$ cat src/rtl/qba_pkg.sv
// Shared types, widths and constants of the quantile bin assigner.
package qba_pkg;

  localparam int unsigned VALUE_W     = 32;
  localparam int unsigned ROW_W       = 20;
  localparam int unsigned ROWS_W      = 21;
  localparam int unsigned BINS_W      = 17;
  localparam int unsigned BIN_W       = 16;
  localparam int unsigned REM_W       = 16;
  localparam int unsigned QUO_W       = 21;
  localparam int unsigned CFG_DATA_W  = 21;
  localparam int unsigned IN_TDATA_W  = 56;
  localparam int unsigned OUT_TDATA_W = 88;

  localparam logic [ROWS_W-1:0] MAX_ROWS        = 21'd1048576;
  localparam logic [BINS_W-1:0] MAX_BIN_LIMIT   = 17'd65536;
  localparam logic [ROWS_W-1:0] RESET_ROWS      = 21'd1;
  localparam logic [BINS_W-1:0] RESET_BIN_LIMIT = 17'd256;

  localparam int unsigned QUEUE_DEPTH_DEFAULT = 2;

  // Configuration register indexes.
  typedef enum logic [0:0] {
    CFG_ROWS      = 1'b0,
    CFG_BIN_LIMIT = 1'b1
  } cfg_reg_e;

  // Column sequencer states.
  typedef enum logic [1:0] {
    ST_START,
    ST_DIV,
    ST_RUN
  } col_state_e;

  typedef struct packed {
    logic signed [VALUE_W-1:0] value;
    logic [ROW_W-1:0]          row;
  } qba_item_t;

  typedef struct packed {
    logic [ROW_W-1:0]          out_row;
    logic [BIN_W-1:0]          bin_number;
    logic                      border_added;
    logic signed [VALUE_W-1:0] border_value;
    logic                      column_done;
    logic [BINS_W-1:0]         total_bins;
  } qba_result_t;

  typedef struct packed {
    logic              start;
    logic [QUO_W-1:0]  dividend;
    logic [BINS_W-1:0] divisor;
  } qba_div_req_t;

  typedef struct packed {
    logic              done;
    logic [QUO_W-1:0]  quotient;
    logic [REM_W-1:0]  remainder;
  } qba_div_rsp_t;

endpackage

$ cat src/rtl/qba_queue.sv
// Front end: accepts input transfers into a short item queue.
module qba_queue import qba_pkg::*; #(
  parameter int unsigned QUEUE_DEPTH = QUEUE_DEPTH_DEFAULT
) (
  input  logic      clk_i,
  input  logic      rst_ni,
  input  logic      push_valid_i,
  output logic      push_ready_o,
  input  qba_item_t push_item_i,
  output logic      head_valid_o,
  output qba_item_t head_item_o,
  input  logic      pop_i
);

  localparam int unsigned PTR_W = $clog2(QUEUE_DEPTH);
  localparam int unsigned CNT_W = $clog2(QUEUE_DEPTH + 1);
  localparam logic [PTR_W-1:0] LAST_PTR = PTR_W'(QUEUE_DEPTH - 1);
  localparam logic [CNT_W-1:0] FULL_CNT = CNT_W'(QUEUE_DEPTH);

  qba_item_t        mem_q [QUEUE_DEPTH];
  logic [PTR_W-1:0] wr_ptr_q, wr_ptr_d;
  logic [PTR_W-1:0] rd_ptr_q, rd_ptr_d;
  logic [CNT_W-1:0] count_q, count_d;
  logic             push, pop;

  assign push_ready_o = (count_q != FULL_CNT);
  assign head_valid_o = (count_q != '0);
  assign head_item_o  = mem_q[rd_ptr_q];
  assign push         = push_valid_i && push_ready_o;
  assign pop          = pop_i && head_valid_o;

  always_comb begin
    wr_ptr_d = wr_ptr_q;
    rd_ptr_d = rd_ptr_q;
    count_d  = count_q;
    if (push) begin
      wr_ptr_d = (wr_ptr_q == LAST_PTR) ? '0 : wr_ptr_q + 1'b1;
    end
    if (pop) begin
      rd_ptr_d = (rd_ptr_q == LAST_PTR) ? '0 : rd_ptr_q + 1'b1;
    end
    if (push && !pop) begin
      count_d = count_q + 1'b1;
    end else if (pop && !push) begin
      count_d = count_q - 1'b1;
    end
  end

  always_ff @(posedge clk_i or negedge rst_ni) begin
    if (!rst_ni) begin
      wr_ptr_q <= '0;
      rd_ptr_q <= '0;
      count_q  <= '0;
    end else begin
      wr_ptr_q <= wr_ptr_d;
      rd_ptr_q <= rd_ptr_d;
      count_q  <= count_d;
    end
  end

  always_ff @(posedge clk_i) begin
    if (push) begin
      mem_q[wr_ptr_q] <= push_item_i;
    end
  end

endmodule

$ cat src/rtl/qba_div.sv
// Restoring divider, one quotient bit per cycle, for the per-column part size.
module qba_div import qba_pkg::*; (
  input  logic         clk_i,
  input  logic         rst_ni,
  input  qba_div_req_t req_i,
  output qba_div_rsp_t rsp_o
);

  localparam int unsigned CNT_W = $clog2(QUO_W + 1);

  logic [QUO_W-1:0]  quo_q, quo_d;
  logic [BINS_W-1:0] rem_q, rem_d;
  logic [BINS_W-1:0] div_q, div_d;
  logic [CNT_W-1:0]  cnt_q, cnt_d;
  logic              done_q, done_d;
  logic [BINS_W:0]   shifted;
  logic [BINS_W:0]   diff;
  logic              fits;

  assign shifted = {rem_q, quo_q[QUO_W-1]};
  assign diff    = shifted - {1'b0, div_q};
  assign fits    = (shifted >= {1'b0, div_q});

  always_comb begin
    quo_d  = quo_q;
    rem_d  = rem_q;
    div_d  = div_q;
    cnt_d  = cnt_q;
    done_d = 1'b0;
    if (req_i.start) begin
      quo_d = req_i.dividend;
      rem_d = '0;
      div_d = req_i.divisor;
      cnt_d = CNT_W'(QUO_W);
    end else if (cnt_q != '0) begin
      quo_d = {quo_q[QUO_W-2:0], fits};
      rem_d = fits ? diff[BINS_W-1:0] : shifted[BINS_W-1:0];
      cnt_d = cnt_q - 1'b1;
      done_d = (cnt_q == CNT_W'(1));
    end
  end

  always_ff @(posedge clk_i or negedge rst_ni) begin
    if (!rst_ni) begin
      cnt_q  <= '0;
      done_q <= 1'b0;
    end else begin
      cnt_q  <= cnt_d;
      done_q <= done_d;
    end
  end

  always_ff @(posedge clk_i) begin
    quo_q <= quo_d;
    rem_q <= rem_d;
    div_q <= div_d;
  end

  assign rsp_o.done      = done_q;
  assign rsp_o.quotient  = quo_q;
  assign rsp_o.remainder = rem_q[REM_W-1:0];

endmodule

$ cat src/rtl/qba_core.sv
// Back end: column setup, border tracking and bin assignment per row.
module qba_core import qba_pkg::*; (
  input  logic              clk_i,
  input  logic              rst_ni,
  input  logic [ROWS_W-1:0] rows_cfg_i,
  input  logic [BINS_W-1:0] bin_limit_cfg_i,
  input  logic              head_valid_i,
  input  qba_item_t         head_item_i,
  output logic              pop_o,
  output logic              res_valid_o,
  output qba_result_t       res_o,
  input  logic              res_ready_i
);

  col_state_e state_q, state_d;

  logic [ROW_W-1:0]   pos_q, pos_d;
  logic [BINS_W-1:0]  qidx_q, qidx_d;
  logic [ROWS_W-1:0]  nbp_q, nbp_d;
  logic [QUO_W-1:0]   quo_q, quo_d;
  logic [REM_W-1:0]   rem_q, rem_d;
  logic [VALUE_W-1:0] prev_q, prev_d;
  logic [BINS_W-1:0]  dcnt_q, dcnt_d;
  logic [ROWS_W-1:0]  col_rows_q, col_rows_d;
  logic [BINS_W-1:0]  col_bins_q, col_bins_d;

  logic               out_valid_q, out_valid_d;
  qba_result_t        out_q, out_d;

  qba_div_req_t       div_req;
  qba_div_rsp_t       div_rsp;

  logic [ROWS_W-1:0]  rows_cl;
  logic [BINS_W-1:0]  bins_cl;
  logic [BINS_W-1:0]  bins_use;

  logic               out_free;
  logic               take, kick, load;
  logic               at_border, new_border, is_last, le_prev;
  logic [BINS_W-1:0]  qidx_inc, bin_full, tail_start;
  logic [ROWS_W-1:0]  term;

  qba_div u_div (
    .clk_i (clk_i),
    .rst_ni(rst_ni),
    .req_i (div_req),
    .rsp_o (div_rsp)
  );

  // Clamp the registers to their legal ranges, then cap bins by rows.
  always_comb begin
    rows_cl = rows_cfg_i;
    if (rows_cfg_i == '0) begin
      rows_cl = ROWS_W'(1);
    end else if (rows_cfg_i > MAX_ROWS) begin
      rows_cl = MAX_ROWS;
    end
    bins_cl = bin_limit_cfg_i;
    if (bin_limit_cfg_i == '0) begin
      bins_cl = BINS_W'(1);
    end else if (bin_limit_cfg_i > MAX_BIN_LIMIT) begin
      bins_cl = MAX_BIN_LIMIT;
    end
    bins_use = ({4'b0, bins_cl} > rows_cl) ? rows_cl[BINS_W-1:0] : bins_cl;
  end

  assign out_free = !out_valid_q || res_ready_i;

  always_comb begin
    state_d = state_q;
    unique case (state_q)
      ST_START: if (head_valid_i) state_d = ST_DIV;
      ST_DIV:   if (div_rsp.done) state_d = ST_RUN;
      ST_RUN:   if (take && is_last) state_d = ST_START;
      default:  state_d = ST_START;
    endcase
  end

  always_comb begin
    kick = 1'b0;
    load = 1'b0;
    take = 1'b0;
    unique case (state_q)
      ST_START: kick = head_valid_i;
      ST_DIV:   load = div_rsp.done;
      ST_RUN:   take = head_valid_i && out_free;
      default: ;
    endcase
  end

  assign pop_o            = take;
  assign div_req.start    = kick;
  assign div_req.dividend = rows_cl;
  assign div_req.divisor  = bins_use;

  // Per-row decisions.
  assign at_border  = ({1'b0, pos_q} == nbp_q);
  assign new_border = (dcnt_q == '0) || (head_item_i.value != prev_q);
  assign le_prev    = (head_item_i.value <= $signed(prev_q));
  assign is_last    = ({1'b0, pos_q} == (col_rows_q - 1'b1));
  assign qidx_inc   = qidx_q + 1'b1;
  assign tail_start = col_bins_q - {1'b0, rem_q};
  assign term       = quo_q + ROWS_W'(qidx_inc >= tail_start);

  always_comb begin
    pos_d      = pos_q;
    qidx_d     = qidx_q;
    nbp_d      = nbp_q;
    quo_d      = quo_q;
    rem_d      = rem_q;
    prev_d     = prev_q;
    dcnt_d     = dcnt_q;
    col_rows_d = col_rows_q;
    col_bins_d = col_bins_q;
    bin_full   = dcnt_q;
    out_valid_d = out_valid_q && !res_ready_i;
    out_d       = out_q;

    if (kick) begin
      col_rows_d = rows_cl;
      col_bins_d = bins_use;
    end

    if (load) begin
      quo_d  = div_rsp.quotient;
      rem_d  = div_rsp.remainder;
      qidx_d = '0;
      nbp_d  = div_rsp.quotient - 1'b1;
      dcnt_d = '0;
      prev_d = '0;
    end

    if (take) begin
      if (at_border) begin
        if (new_border) begin
          prev_d = head_item_i.value;
          dcnt_d = dcnt_q + 1'b1;
        end else begin
          bin_full = dcnt_q - 1'b1;
        end
        qidx_d = qidx_inc;
        if (qidx_inc < col_bins_q) begin
          nbp_d = nbp_q + term;
        end
      end else if (dcnt_q != '0 && le_prev) begin
        bin_full = dcnt_q - 1'b1;
      end
      pos_d = is_last ? '0 : pos_q + 1'b1;

      out_valid_d        = 1'b1;
      out_d.out_row      = head_item_i.row;
      out_d.bin_number   = bin_full[BIN_W-1:0];
      out_d.border_added = at_border && new_border;
      out_d.border_value = (at_border && new_border) ? head_item_i.value : '0;
      out_d.column_done  = is_last;
      out_d.total_bins   = is_last ? dcnt_d : '0;
    end
  end

  always_ff @(posedge clk_i or negedge rst_ni) begin
    if (!rst_ni) begin
      state_q     <= ST_START;
      pos_q       <= '0;
      qidx_q      <= '0;
      nbp_q       <= '0;
      quo_q       <= '0;
      rem_q       <= '0;
      prev_q      <= '0;
      dcnt_q      <= '0;
      col_rows_q  <= '0;
      col_bins_q  <= '0;
      out_valid_q <= 1'b0;
    end else begin
      state_q     <= state_d;
      pos_q       <= pos_d;
      qidx_q      <= qidx_d;
      nbp_q       <= nbp_d;
      quo_q       <= quo_d;
      rem_q       <= rem_d;
      prev_q      <= prev_d;
      dcnt_q      <= dcnt_d;
      col_rows_q  <= col_rows_d;
      col_bins_q  <= col_bins_d;
      out_valid_q <= out_valid_d;
    end
  end

  always_ff @(posedge clk_i) begin
    out_q <= out_d;
  end

  assign res_valid_o = out_valid_q;
  assign res_o       = out_q;

endmodule

$ cat src/rtl/quantile_bin_assigner.sv
// Top level of the quantile bin assigner: config registers, queue, core and packing.
// A row's result passes through the queue and then the core's output register.
// The first row of each column also waits for the 21-step divider that computes the
// part size and remainder. After that one row completes per cycle while the output is not held.
// Reset (rst_ni low, asynchronous) empties the queue, drops any pending result, starts
// a new column, and sets rows_in_column to 1 and bin_limit to 256.
module quantile_bin_assigner import qba_pkg::*; #(
  parameter int unsigned QUEUE_DEPTH = QUEUE_DEPTH_DEFAULT
) (
  input  logic                   clk_i,
  input  logic                   rst_ni,
  // Configuration write channel; the address is the register index.
  input  logic                   cfg_valid_i,
  output logic                   cfg_ready_o,
  input  logic [0:0]             cfg_addr_i,
  input  logic [CFG_DATA_W-1:0]  cfg_data_i,
  // Input stream.
  input  logic                   s_axis_tvalid_i,
  output logic                   s_axis_tready_o,
  // tdata: sorted_value [31:0], row_index [51:32], zero pad [55:52].
  input  logic [IN_TDATA_W-1:0]  s_axis_tdata_i,
  // Output stream.
  output logic                   m_axis_tvalid_o,
  input  logic                   m_axis_tready_i,
  // tdata: out_row [19:0], bin_number [35:20], border_value [67:36],
  // total_bins [84:68], zero pad [87:85].
  output logic [OUT_TDATA_W-1:0] m_axis_tdata_o,
  // tlast: column_done.
  output logic                   m_axis_tlast_o,
  // tuser: border_added.
  output logic                   m_axis_tuser_o
);

  logic [ROWS_W-1:0] rows_q, rows_d;
  logic [BINS_W-1:0] bin_limit_q, bin_limit_d;

  qba_item_t   in_item;
  qba_item_t   head_item;
  logic        head_valid;
  logic        pop;
  qba_result_t res;
  logic        res_valid;

  // Configuration writes are always taken; they only matter at the next column start.
  assign cfg_ready_o = 1'b1;

  always_comb begin
    rows_d      = rows_q;
    bin_limit_d = bin_limit_q;
    if (cfg_valid_i) begin
      unique case (cfg_reg_e'(cfg_addr_i))
        CFG_ROWS:      rows_d      = cfg_data_i;
        CFG_BIN_LIMIT: bin_limit_d = cfg_data_i[BINS_W-1:0];
        default: ;
      endcase
    end
  end

  always_ff @(posedge clk_i or negedge rst_ni) begin
    if (!rst_ni) begin
      rows_q      <= RESET_ROWS;
      bin_limit_q <= RESET_BIN_LIMIT;
    end else begin
      rows_q      <= rows_d;
      bin_limit_q <= bin_limit_d;
    end
  end

  assign in_item.value = $signed(s_axis_tdata_i[VALUE_W-1:0]);
  assign in_item.row   = s_axis_tdata_i[VALUE_W+ROW_W-1:VALUE_W];

  // The queue decouples input transfers from the core, which stalls at each column
  // start while the divider runs and whenever the output register is held.
  qba_queue #(
    .QUEUE_DEPTH(QUEUE_DEPTH)
  ) u_queue (
    .clk_i       (clk_i),
    .rst_ni      (rst_ni),
    .push_valid_i(s_axis_tvalid_i),
    .push_ready_o(s_axis_tready_o),
    .push_item_i (in_item),
    .head_valid_o(head_valid),
    .head_item_o (head_item),
    .pop_i       (pop)
  );

  qba_core u_core (
    .clk_i          (clk_i),
    .rst_ni         (rst_ni),
    .rows_cfg_i     (rows_q),
    .bin_limit_cfg_i(bin_limit_q),
    .head_valid_i   (head_valid),
    .head_item_i    (head_item),
    .pop_o          (pop),
    .res_valid_o    (res_valid),
    .res_o          (res),
    .res_ready_i    (m_axis_tready_i)
  );

  assign m_axis_tvalid_o = res_valid;
  assign m_axis_tdata_o  = {3'b000, res.total_bins, res.border_value,
                            res.bin_number, res.out_row};
  assign m_axis_tlast_o  = res.column_done;
  assign m_axis_tuser_o  = res.border_added;

endmodule
$ cat config.mk
export PLATFORM = sky130hd
export DESIGN_NAME = quantile_bin_assigner
export DESIGN_NICKNAME = d
export VERILOG_FILES = /design/src/rtl/qba_pkg.sv /design/src/rtl/qba_queue.sv /design/src/rtl/qba_div.sv /design/src/rtl/qba_core.sv /design/src/rtl/quantile_bin_assigner.sv
export SDC_FILE = /design/constraint.sdc
export NUM_CORES = 1
export LEC_CHECK = 0
export BUFFER_PORTS_ARGS = -buffer_cell sky130_fd_sc_hd__buf_2
export CORE_AREA = 10 10 246 295
export CTS_BUF_LIST = sky130_fd_sc_hd__clkbuf_4 sky130_fd_sc_hd__clkbuf_8
export CTS_CLUSTER_SIZE = 8
export DETAILED_ROUTE_END_ITERATION = 8
export DIE_AREA = 0 0 256 305
export SYNTH_ARGS = -nofsm -noshare
export SYNTH_HDL_FRONTEND = slang
export SYNTH_HIERARCHICAL = 1
export SYNTH_SLANG_ARGS = --single-unit
$ cat constraint.sdc
create_clock -name clk_i -period 6 [get_ports clk_i]
set_input_delay 0.6 -clock clk_i [delete_from_list [all_inputs] [get_ports clk_i]]
set_output_delay 0.6 -clock clk_i [all_outputs]
set_load 0.02 [all_outputs]
==> metrics.cfg, run 1 <==
[sta]
finClkSkew_ps = 32.86
fin_ws_ps = -109.9
drv_slew = 0
hold_viol_final = 0
max_freq_mhz = 163.7
setup_viol_count_final = 3
worstMarginPinSlew_ps = 1047
period_share_pct = 101.8
rsz0062_at_grt = yes
period_needed_ps = 6110
slew_headroom_pct = 30.20

[global_routing]
grt_pass1_wl_um = 108000
grt_pass1_vias = 19620
grt_max_degree = 131
antenna_found_initial = 3
gr-total-overflow = 0
grt_usage_pct = 17.06

[critical_path]
r2r_start = u_core/col_bins_q[0]
r2r_setup_slack_ps = -110
cp_max_fo = 3
worstPathArrival_ps = 6610
rr_worst_depth = 31
required_ps = 6500
cp_slowest_stage_delay_ps = 440
crit_type = register to register
critPathSlowestCell = o41a_1
cp-start-kind = register
end_kind = register
r2r-end = u_core/nbp_q[20]

[finish]
nets = 2849
area_delta_synth_final_pct = 14.04
drive_gt1_share_pct = 22.27
nFillCells = 6265

[floorplan]
die_area_mm2 = 0.07808
die_h_um = 305
pin_count = 176
row_count = 104
core_mm2 = 0.06662
start_util_pct = 39.72
fp.dieW_um = 256

[min_path]
min_to = u_queue/mem_q[0][10]
hp-start = s_axis_tdata_i[42]
min_path_type = primary input to register
whs_path_depth = 1

[drt]
finalWirelength_um = 68460
drcViolationCount = 0
vias = 19120
detail_route.iter0.violations = 1050
ant_nets = 0
viasPerCell = 5.327
firstDrtPassIters = 5
wl_per_cell_um = 19.07

[cts]
cts.htree.levels = 3
cts_tree = yes
cts_inserted_buffers = 83
cts.sinks = 479
clkLatencyLatePin_ps = 670
clk_path_buf_depth = 3
path_clk_slew_ps = 60
cts_root_buf = clkbuf_8

[synth]
synth.distinct_cells = 98
synth_top_area_share_pct = 25.98
synth_seq_cells = 479
postSynthCellCount = 2442
async_flop_share_pct = 48.64
synth_ff_type = dfrtp_1
syn_avg_cell_area_um2 = 10.84
yosysSeqAreaShare_pct = 49.31
netlist_area_mm2 = 0.02647
synth_edf_count = 229
synth_area_leader_cell = edfxtp_1
yosys_warnings = 6
synth.area.top_cells = edfxtp_1 26%, dfrtp_1 22%, ha_1 6.8%

[power_and_ir_drop]
power.leakage_uw = 0.01310
ir_worst_vdd_v = 0.0002080
powerDensity_mw_per_mm2 = 311.9
power_uw = 9415

[run]
maxCapViolations = 0

[place]
dp_hpwl_um = 48890
io_buffers = 167
gp_congestion = 0.8909
preCtsSetupSlack_ps = -367.3

[run_status]
status = finished with violations
violations = negative setup slack

==> synthesized netlist by cell type (all sizes together), types with 11 or more instances <==
library cell	instances
nand3b	16
ha	144
buf	73
dfrtp	231
a22o	35
dfxtp	17
xnor2	71
nand2b	31
and3	30
o21ai	167
nor2	123
o211ai	26
inv	143
a21o	34
a21oi	95
nor3	36
edfxtp	229
nor4	31
nand2	239
nor2b	33
mux2i	19
or3	12
nand4	31
o31ai	17
clkbuf	67
a31oi	11
o21a	13
nand3	75
a311oi	11
and2	47
xor2	63
mux2	144
==> state kept, by name (all words and copies together), names as in the netlist, 5 cells and up <==
signal and flops:
bin_limit_q 17, rows_q 21, u_core/col_bins_q 17, u_core/col_rows_q 21
u_core/dcnt_q 17, u_core/nbp_q 21, u_core/pos_q 20, u_core/prev_q 32
u_core/qidx_q 17, u_core/quo_q 21, u_core/rem_q 16, u_core/res_o 87
u_core/u_div/cnt_q 5, u_core/u_div/div_q 17, u_core/u_div/quo_q 21, u_core/u_div/rem_q 17
u_queue/mem_q 104
==> area by class of cell <==
cell class | count | area, µm² | area share (%)
Timing Repair Buffer | 229 | 1346 | 4.461
Tap cell | 901 | 1127 | 3.735
Clock buffer | 133 | 1612 | 5.340
Clock inverter | 19 | 195.2 | 0.6467
Multi-Input combinational cell | 1682 | 12300 | 40.75
Sequential cell | 479 | 13050 | 43.25
Inverter | 143 | 541.8 | 1.795
Antenna cell | 3 | 7.507 | 0.02487
==> what timing repair did <==
action                                  CTS  global route
pin swaps                                11            34
endpoints found under the setup margin    6            13
setup buffers                             4             9
hold buffers                              1             0
resized for setup                        16            29
endpoints found under the hold margin    12             0
==> logic make-up after synthesis <==
group,share of synthesized area (%)
AOI/OAI and AO/OA,12.08
xor gates and xnor gates,4.435
adders and majority gates,7.148
buffers and inverters,4.964
DFF,49.31
muxes,7.682
other,0.02838
and+or+nand+nor,14.35
==> report_power, final <==
group          total [µW]  internal (µW)  switching, µW
logic                1950            753           1190
clock network        3200           1810           1390
registers            4270           3990            284
==> per-stage QoR <==
stage / setup TNS, ps / utilization (%) / cell area [µm²] / hold WS (ps) / cells
2_1_floorplan: 0 / - / 26470 / 304.4 / 2444
3_3_place_gp: -637.6 / 42.15 / 28080 / 467.1 / 3421
3_5_place_dp: -927.2 / 42.15 / 28080 / 471.3 / 3421
4_1_cts: -215.9 / 45.00 / 29980 / 54.85 / 3578
5_1_grt: -2536 / 45.30 / 30180 / 76.68 / 3589
6_report: -253.5 / 45.30 / 30180 / 112.4 / 3589
==> cell usage in the layout (no fill, tap or decap), types with 19 or more instances in the layout <==
cell type,Yosys,final
a21o_1,33,33
a21oi_1,95,88
a22o_1,35,35
and2_1,47,47
and3_1,30,29
buf_2,28,166
buf_4,26,57
clkbuf_4,0,35
clkbuf_8,0,98
dfrtp_1,231,230
edfxtp_1,229,229
ha_1,144,143
inv_1,141,139
mux2_2,84,84
mux2_4,59,59
mux2i_1,19,19
nand2_1,236,234
nand2b_1,31,31
nand3_1,75,75
nand4_1,31,31
nor2_1,123,121
nor2b_1,32,29
nor3_1,33,33
nor4_1,30,29
o211ai_1,24,24
o21ai_0,150,143
o21ai_1,16,19
xnor2_1,71,69
xor2_1,63,63
==> layer usage <==
metal / vias up / share of wire [%] / wire [µm] / global-route usage, %
met3: 121 / 4.2 / 2852 / 2.761
met2: 452 / 53 / 36120 / 31.70
met1: 9409 / 40 / 27620 / 19.34
met5: - / 0 / 0 / 0
met4: 0 / 2.7 / 1865 / 6.151
li1: 9137 / - / - / -
==> worst max path at each step <==
| stage | startpoint | end | slack [ps] | cells after the start |
|---|---|---|---|---|
| 2_1_floorplan | u_core/col_bins_q[0] | u_core/nbp_q[18] | 270 | 31 |
| 3_3_place_gp | u_core/col_bins_q[0] | u_core/nbp_q[18] | -270 | 32 |
| 3_5_place_dp | u_core/col_bins_q[0] | u_core/nbp_q[18] | -370 | 32 |
| 4_1_cts | u_core/col_bins_q[0] | u_core/nbp_q[18] | -120 | 32 |
| 5_1_grt | u_core/col_bins_q[0] | u_core/nbp_q[20] | -400 | 31 |
| 6_report | u_core/col_bins_q[0] | u_core/nbp_q[20] | -110 | 31 |
==> critical path, delay by kind of cell (launching register included) <==
family                   cells  cell delay (ps)
AO/OA/AOI/OAI               16             3290
flip-flops                   1              380
buffers and inverters        1               70
adder cells (fa/ha/maj)      5             1110
AND/OR/NAND/NOR              7              790
XOR/XNOR                     2              300
No activity file was read; power rests on OpenSTA's default activity.
==> run 2, diff against run 1 <==
--- a/config.mk
+++ b/config.mk
@@ -5,12 +5,13 @@
 export SDC_FILE = /design/constraint.sdc
 export NUM_CORES = 1
 export LEC_CHECK = 0
+export ABC_AREA = 0
 export BUFFER_PORTS_ARGS = -buffer_cell sky130_fd_sc_hd__buf_2
-export CORE_AREA = 10 10 246 295
+export CORE_AREA = 10 10 263 315
 export CTS_BUF_LIST = sky130_fd_sc_hd__clkbuf_4 sky130_fd_sc_hd__clkbuf_8
 export CTS_CLUSTER_SIZE = 8
 export DETAILED_ROUTE_END_ITERATION = 8
-export DIE_AREA = 0 0 256 305
+export DIE_AREA = 0 0 273 325
 export SYNTH_ARGS = -nofsm -noshare
 export SYNTH_HDL_FRONTEND = slang
 export SYNTH_HIERARCHICAL = 1
==> run 2 against run 1 <==
  * The run still ends with negative setup slack left
  * Sequential cell count did not move
  * Cell area rose by 1.2%
  * Fmax fell by 0.20%
  * Sequential share of layout area fell by 0.52 points
  * Routed wire length fell by 1.8%
  * Clock skew rose by 27 ps
  * First-iteration DRC count rose by 24%
  * Critical endpoint is now u_core/nbp_q[18]
  * Largest cell class unchanged
  * Largest power group unchanged
  * Highest routed layer is now met5
==> metrics.cfg, run 2 (synthesis gave the netlist of run 1 again) <==
[global_routing]
grt_pass1_vias = 19160
gr-total-overflow = 0
antenna_found_initial = 3
grt_max_degree = 163
grt_pass1_wl_um = 106700
grt_usage_pct = 14.78

[critical_path]
cp_max_fo = 3
r2r_setup_slack_ps = -120
r2r-end = u_core/nbp_q[18]
rr_worst_depth = 33
worstPathArrival_ps = 6690
required_ps = 6570
end_kind = register
crit_type = register to register
critPathSlowestCell = dfrtp_1
cp_slowest_stage_delay_ps = 370
r2r_start = u_core/col_bins_q[0]
cp-start-kind = register
crit_start = u_core/col_bins_q[0]

[sta]
finClkSkew_ps = 60.08
hold_ws_ps = 79.93
slew_headroom_pct = 32.32
rsz0062_at_grt = yes
period_share_pct = 102.0
fin_ws_ps = -122.1
period_needed_ps = 6122
worstMarginPinSlew_ps = 1015
setup_viol_count_final = 2
hold_viol_final = 0
max_freq_mhz = 163.3
drv_slew = 0

[cts]
cts_tree = yes
clkLatencyLatePin_ps = 710
cts_inserted_buffers = 86
cts_root_buf = clkbuf_8
clk_path_buf_depth = 3
path_clk_slew_ps = 70
cts.sinks = 479
cts.htree.levels = 3

[floorplan]
core_mm2 = 0.07625
start_util_pct = 34.71
row_count = 111
fp.dieW_um = 273
die_h_um = 325
die_area_mm2 = 0.08873
pin_count = 176

[drt]
drcViolationCount = 0
viasPerCell = 5.085
detail_route.iter0.violations = 1300
vias = 18980
finalWirelength_um = 67210
wl_per_cell_um = 18.01
ant_nets = 0
firstDrtPassIters = 5

[finish]
drive_gt1_share_pct = 22.82
largest_reg_flops = 104
nets = 2870
final_cell_mix = 235 x nand2_1, 230 x dfrtp_1, 229 x edfxtp_1, 166 x buf_2
area_delta_synth_final_pct = 15.44
final_common_cell = nand2_1
top_register = u_queue/mem_q

[min_path]
min_path_type = primary input to register
whs_path_depth = 1
hp-start = s_axis_tdata_i[39]
min_to = u_queue/mem_q[0][7]

[place]
preCtsSetupSlack_ps = -356.8
dp_hpwl_um = 47760
io_buffers = 167
gp_congestion = 0.8568

[power_and_ir_drop]
powerDensity_mw_per_mm2 = 314.7
power.leakage_uw = 0.01325
ir_worst_vdd_v = 0.0001956

[run_status]
violations = negative setup slack
status = finished with violations

[run]
maxCapViolations = 0

[run 2: changes by cell type in the layout (fill, tap and decap cells not counted), moves of 2 or more]
cell           change
clkinv_2           +8
bufinv_16          +3
dlygate4sd3_1      +2
clkbuf_8           -3
inv_16             +2
buf_4             +17
[run 2: routing by layer]
metal | share of wire (%) | routed length [µm] | GRT usage (%) | up-vias
li1 | - | - | - | 9211
met1 | 44 | 29370 | 18.66 | 9217
met2 | 49 | 32800 | 24.80 | 434
met3 | 4.5 | 3025 | 2.549 | 114
met4 | 3.0 | 2001 | 5.685 | 2
met5 | 0.013 | 9 | 0 | -
[run 2: repair_timing]
item                                    in CTS  in global routing
buffers inserted                             8                  5
pin swaps                                    7                  7
hold endpoints to repair                    75                  0
hold buffers                                 3                  0
gates resized for setup                     16                 21
endpoints found under the setup margin       7                 11
[run 2: report_power, final]
| group | switching, µW | internal, µW |
|---|---|---|
| registers | 288 | 3990 |
| clock network | 1480 | 1930 |
| logic | 1170 | 758 |
| total | 2940 | 6680 |
[run 2: area by class of cell]
cell class              count  area [µm²]
clock buffers             129        1563
inverters                 143       541.8
multi-input cells        1682       12250
well taps                1017        1272
fillers                  7341       45700
clock inverters            33       391.6
diodes                      2       5.005
flip-flops and latches    479       13050
repair buffers            247        1474
[run 2: through the flow]
| stage | power, µW | std cells | instance area, µm² | TNS [ps] | util [%] |
|---|---|---|---|---|---|
| detailed placement | 6300 | 3553 | 28330 | -1293 | 37.16 |
| CTS | 9767 | 3726 | 30420 | -119.7 | 39.90 |
| finish | 9615 | 3732 | 30550 | -238.7 | 40.07 |
| global route | 10120 | 3732 | 30550 | -2593 | 40.07 |
| floorplan | 5678 | 2444 | 26470 | 0 | - |
| global placement | 6260 | 3553 | 28330 | -766.4 | 37.16 |
[run 2: worst max path at each step]
stage          slack [ps]  cells after the start                to
5_1_grt              -420                     33  u_core/nbp_q[18]
3_3_place_gp         -250                     33  u_core/nbp_q[18]
6_report             -120                     33  u_core/nbp_q[18]
2_1_floorplan         270                     31  u_core/nbp_q[18]
4_1_cts               -60                     33  u_core/nbp_q[20]
3_5_place_dp         -360                     33  u_core/nbp_q[18]
[run 2: critical path, delay by kind of cell (launching register included)]
family	cells	cell delay (ps)
adders and majority gates	5	1080
xor gates and xnor gates	2	340
AOI/OAI and AO/OA	15	3000
and+or+nand+nor	7	810
DFF	1	370
buffers and inverters	3	350
muxes	1	80
